### src/rtl/dcif_ram.sv
// Generic simple dual-port RAM: one write port, one read port with a
// registered read. No dependencies.
module dcif_ram #(
  parameter int WIDTH = 8,
  parameter int DEPTH = 512
) (
  input  logic                     clk,
  input  logic                     wr_en,
  input  logic [$clog2(DEPTH)-1:0] wr_addr,
  input  logic [WIDTH-1:0]         wr_data,
  input  logic [$clog2(DEPTH)-1:0] rd_addr,
  output logic [WIDTH-1:0]         rd_data
);

  logic [WIDTH-1:0] mem [DEPTH];

  always_ff @(posedge clk) begin
    if (wr_en) begin
      mem[wr_addr] <= wr_data;
    end
    rd_data <= mem[rd_addr];
  end

endmodule

### config.mk
export PLATFORM = sky130hd
export DESIGN_NAME = dcif_ram
export DESIGN_NICKNAME = d
export VERILOG_FILES = /design/src/rtl/dcif_ram.sv
export SDC_FILE = /design/constraint.sdc
export NUM_CORES = 2
export LEC_CHECK = 0
export BUFFER_PORTS_ARGS = -buffer_cell sky130_fd_sc_hd__buf_2
export CAP_MARGIN = 20
export CORE_ASPECT_RATIO = 0.9
export CORE_MARGIN = 2
export CORE_UTILIZATION = 57
export DETAILED_ROUTE_END_ITERATION = 10
export PLACE_DENSITY = 0.75
export SYNTH_ARGS = -nofsm -noshare
export SYNTH_HDL_FRONTEND = slang
export SYNTH_SLANG_ARGS = --single-unit
### constraint.sdc
create_clock -name clk -period 1.97 [get_ports clk]
set_clock_uncertainty 0.05 [all_clocks]
set_input_delay 0.0985 -clock clk [delete_from_list [all_inputs] [get_ports clk]]
set_output_delay 0.0985 -clock clk [all_outputs]
set_load 0.01 [all_outputs]
; Yosys cells after proc, flatten, opt, wreduce, memory -nomap -nowiden
; Memory sizes are Yosys's and may differ from the RTL's. A register that Yosys moved wholly into a read port is not among the register bits.
; Index checks and enable logic that the tools add are counted.
[classes]
eq_ne = 0
n_mul = 0
bitwise = 0
order_cmp = 0
mux = 2
n_shift = 0
n_reduce_logical = 0
div = 0
n_addsub = 0
[ops]
columns = operator, count
row1 = $mux 1, 2
[totals]
elab_cells = 3
ramBits = 4096
latch_bits = 0
mem_count = 1
regBits = 0
out_inout_bits = 8
in_bits = 28
romBits = 0
[mem_list]
columns = memory, words, width, rd, rd_clocked_by_memory_dff, wr, line
row1 = mem, 512, 8, 1, 1, 1, 15  ; logic [WIDTH-1:0] mem [DEPTH];

; Longest topological paths before layout
[depth]
ltp_word = 2
mapped_depth = 12
depth_no_buf = 7

; Worst setup path after synthesis
; OpenSTA, ideal clock, no wires.
[synth_path]
path_type = input port to flip-flop
from = in rd_addr[0]
to = reg rd_data[0] (read register of mem)
setup_time_ns = 0.118
stages = 10
t_required_ns = 1.802
n_path_buf = 4
arrival_time_ns = 1.953
setup_slack_ns = -0.150
cell_sequence = buf_4 > buf_12 > buf_12 > buf_2 > mux4_2 > o21ai_0 > nand3_1 > nand4_1 > o21ai_0 > o2111a_1
[synth_rtl]
columns = item, line
row1 = start: declaration, 11  ; input logic [$clog2(DEPTH)-1:0] rd_addr,
row2 = end: declaration, 12  ; output logic [WIDTH-1:0] rd_data

==> results_dict.tcl <==
set metrics [dict create \
    path_common_cell "buf_4" \
    clockBufferDepth 4 \
    rsz0062_at_grt "true" \
    slowest_delay_ns 0.35 \
    synth_xor_area_share_pct 0 \
    final_cell_mix "4096 x edfxtp_1, 1293 x buf_4, 794 x mux2i_1" \
    synth_top_family_by_area "multiplexers" \
    numCtsBuffers 394 \
    synth_flop_cell "edfxtp_1" \
    synth-compound-area-share_pct 4.313 \
    synthMuxAreaShare_pct 14.20 \
    core.rowCount 184 \
    yosys_register_bits 4104 \
    fin_setup_tns_ns -3.656 \
    multi_input_area_mm2 0.03520 \
    fill_cells 16614 \
    route.detailed.drc 0 \
    postSynthAreaPerCell_um2 19.92 \
    max_freq_mhz 394.2 \
    synth-edff-count 4096 \
    dr.first_iter.drc_count 15177 \
    drt.antenna.violating_nets 0 \
    clk_latency_ns 0.98 \
    status "complete, but fails checks" \
    cts_tree "yes" \
    pin_count 36 \
    place_congestion 0.9593 \
    die_x_um 562.3 \
    gr-usage-all-layers_pct 29.92 \
    num-nets-final 9467 \
    clock-sinks 4104 \
    drive_gt1_share_pct 30.03 \
    die_y_um 506.5 \
    violations "negative setup slack" \
    reg2reg_slack_ns -0.57 \
    syn_nets 8058 \
    fin_ws_ns -0.5667 \
    drv.max_cap_violation_count 0 \
    slew_viol_final 0 \
    wirelength_mm 430.7 \
    portBuffers 35 \
    irDropWorstVdd_mv 0.8620 \
    grt_pass1_vias 88708 \
    worst_slew_pin_slew_ns 1.170 \
    synth-adder-area-share_pct 0 \
    synth-simple-area-share_pct 2.631 \
    endpoint_kind "register" \
    grt_overflow 0 \
    grt_max_degree 129 \
    async_flop_share_pct 0 \
    synth_cell_type_count 51 \
    worst_setup_path_start_kind "register" \
    cpLargestDelayFamily "simple AND/OR/NAND/NOR gates" \
    syn_area_mm2 0.1599 \
    hold_violations 0 \
    path_cells "mux2i_1 -> o221ai_1 -> a21oi_2 -> nor4_2 -> buf_4 -> nand4_1 -> nor4_4 -> buf_4 -> o2111a_1" \
    htreeDepth 5 \
    cp_data_required_time_ns 2.78 \
    antenna_found_initial 25 \
    mostFrequentLayoutCell "edfxtp_1" \
    leakagePower_nw 63.27 \
    period_needed_ns 2.537 \
    timing.final.crit_share_pct 128.8 \
    vias 90028 \
    cts.clk_slew.worst_paths_ns 0.06 \
    cts_root_buf "clkbuf_16" \
    crit_fanout 2 \
    fin_area_mm2 0.1895 \
    arrival_ns 3.35 \
    dpl_cell_area_mm2 0.1752 \
    coreArea_mm2 0.2793 \
    power_density_mw_per_mm2 954.1 \
    cp_num_buf_inv 2 \
    dieArea_mm2 0.2848 \
    min_path_type "in2reg" \
    yosysSeqAreaShare_pct 77.01 \
    critPathSlowestCell "o221ai_1" \
    post-route-util_pct 67.87 \
    syn_inst 8030 \
    yosysWarnings 0 \
    worst-setup-path-type "reg2reg" \
    areaGrowthSynthToFinish_pct 18.51 \
    start_util_pct 57.27 \
    setup-violations-final 8 \
    wl_per_cell_um 31.94 \
    ff_latch_area_mm2 0.1232 \
    slew_headroom_pct 21.84 \
    hpwlAfterDp_mm 269.2 \
    firstDrtPassIters 9 \
    vias_per_cell 6.675 \
    grt_pass1_wl_mm 616.6 \
]
-- area by class of cell --
cell class	count	share of cell area [%]
flip-flops and latches	4104	64.98
multi-input cells	3410	18.57
repair buffers	1526	7.339
clock buffers	477	5.460
well taps	3720	2.456
clock inverters	230	1.164
diodes	17	0.02244
inverters	3	0.009902
-- path summary, 6_finish.rpt --
check	from	to	cells past startpoint
setup / recovery	mem[43][4]	rd_data[4]	9
setup reg to reg	mem[43][4]	rd_data[4]	9
hold / removal	wr_data[4]	mem[466][4]	2
hold reg to reg	mem[137][7]	rd_data[7]	4
-- routing by layer --
| layer | wire length (um) | global-route usage, % | vias up |
|---|---|---|---|
| li1 | - | - | 36249 |
| met1 | 155600 | 42.98 | 45912 |
| met2 | 199500 | 45.39 | 6783 |
| met3 | 57460 | 6.936 | 1078 |
| met4 | 18120 | 11.02 | 6 |
| met5 | 43 | 0 | - |
-- power by group --
group	switching [mW]	leakage, nW	total (mW)	internal [mW]
Clock	32.2	6.13	74.3	42.0
Combinational	6.48	20.3	10.4	3.87
Sequential	0.109	36.9	96.2	96.1
-- cells by family after synthesis --
kind of cell           Yosys count
buffers and inverters          516
AOI/OAI and AO/OA              979
muxes                         1451
DFF                           4104
and+or+nand+nor                980
-- flip-flops by register name, indices dropped and copies added, names as in the netlist --
signal / count
mem: 4096
rd_data: 8
-- synth_stat cells (all sizes together), types with 7 or more instances --
cell type	instances	area share (%)
nand4	32	0.13
and2	20	0.078
mux4	654	9.2
o31ai	13	0.061
nand2	111	0.26
o22ai	163	0.64
dfxtp	8	0.10
o41ai	7	0.038
clkbuf	265	0.62
nand3	36	0.11
mux2i	797	5.0
edfxtp	4096	77
nor4	36	0.14
buf	248	1.2
a211oi	17	0.080
o2111a	8	0.056
a21oi	194	0.61
nor3b	8	0.038
o21ai	119	0.37
o221ai	372	2.0
nor2	597	1.4
a22oi	61	0.29
nor3	109	0.34
-- worst reg2reg max path: stages (launching register included) --
cell and delay, ns:
edfxtp_1 0.32, mux2i_1 0.08, o221ai_1 0.35, a21oi_2 0.19, nor4_2 0.31, buf_4 0.22, nand4_1 0.31, nor4_4 0.32
buf_4 0.16, o2111a_1 0.16
-- what timing repair did --
| item | in CTS | in global routing |
|---|---|---|
| hold buffers | 14 | 0 |
| endpoints found under the setup margin | 8 | 16 |
| resized for setup | 151 | 94 |
| hold endpoints to repair | 3933 | 0 |
| buffers inserted | 4 | 10 |
| gates cloned | 4 | 5 |
| pin swaps | 42 | 54 |
-- per-stage QoR --
step	cells	power (mW)	hold slack, ns	setup WS, ns
6_report	13487	180.8	0.05930	-0.5667
5_1_grt	13471	184.7	0.05040	-0.5862
4_1_cts	13455	180.9	0.02645	-0.4162
3_5_place_dp	12732	107.7	0.4091	-1.709
3_3_place_gp	12732	107.5	0.4028	-1.688
2_1_floorplan	8030	102.7	0.1474	-0.01029
No activity file was read; power rests on OpenSTA's default activity.
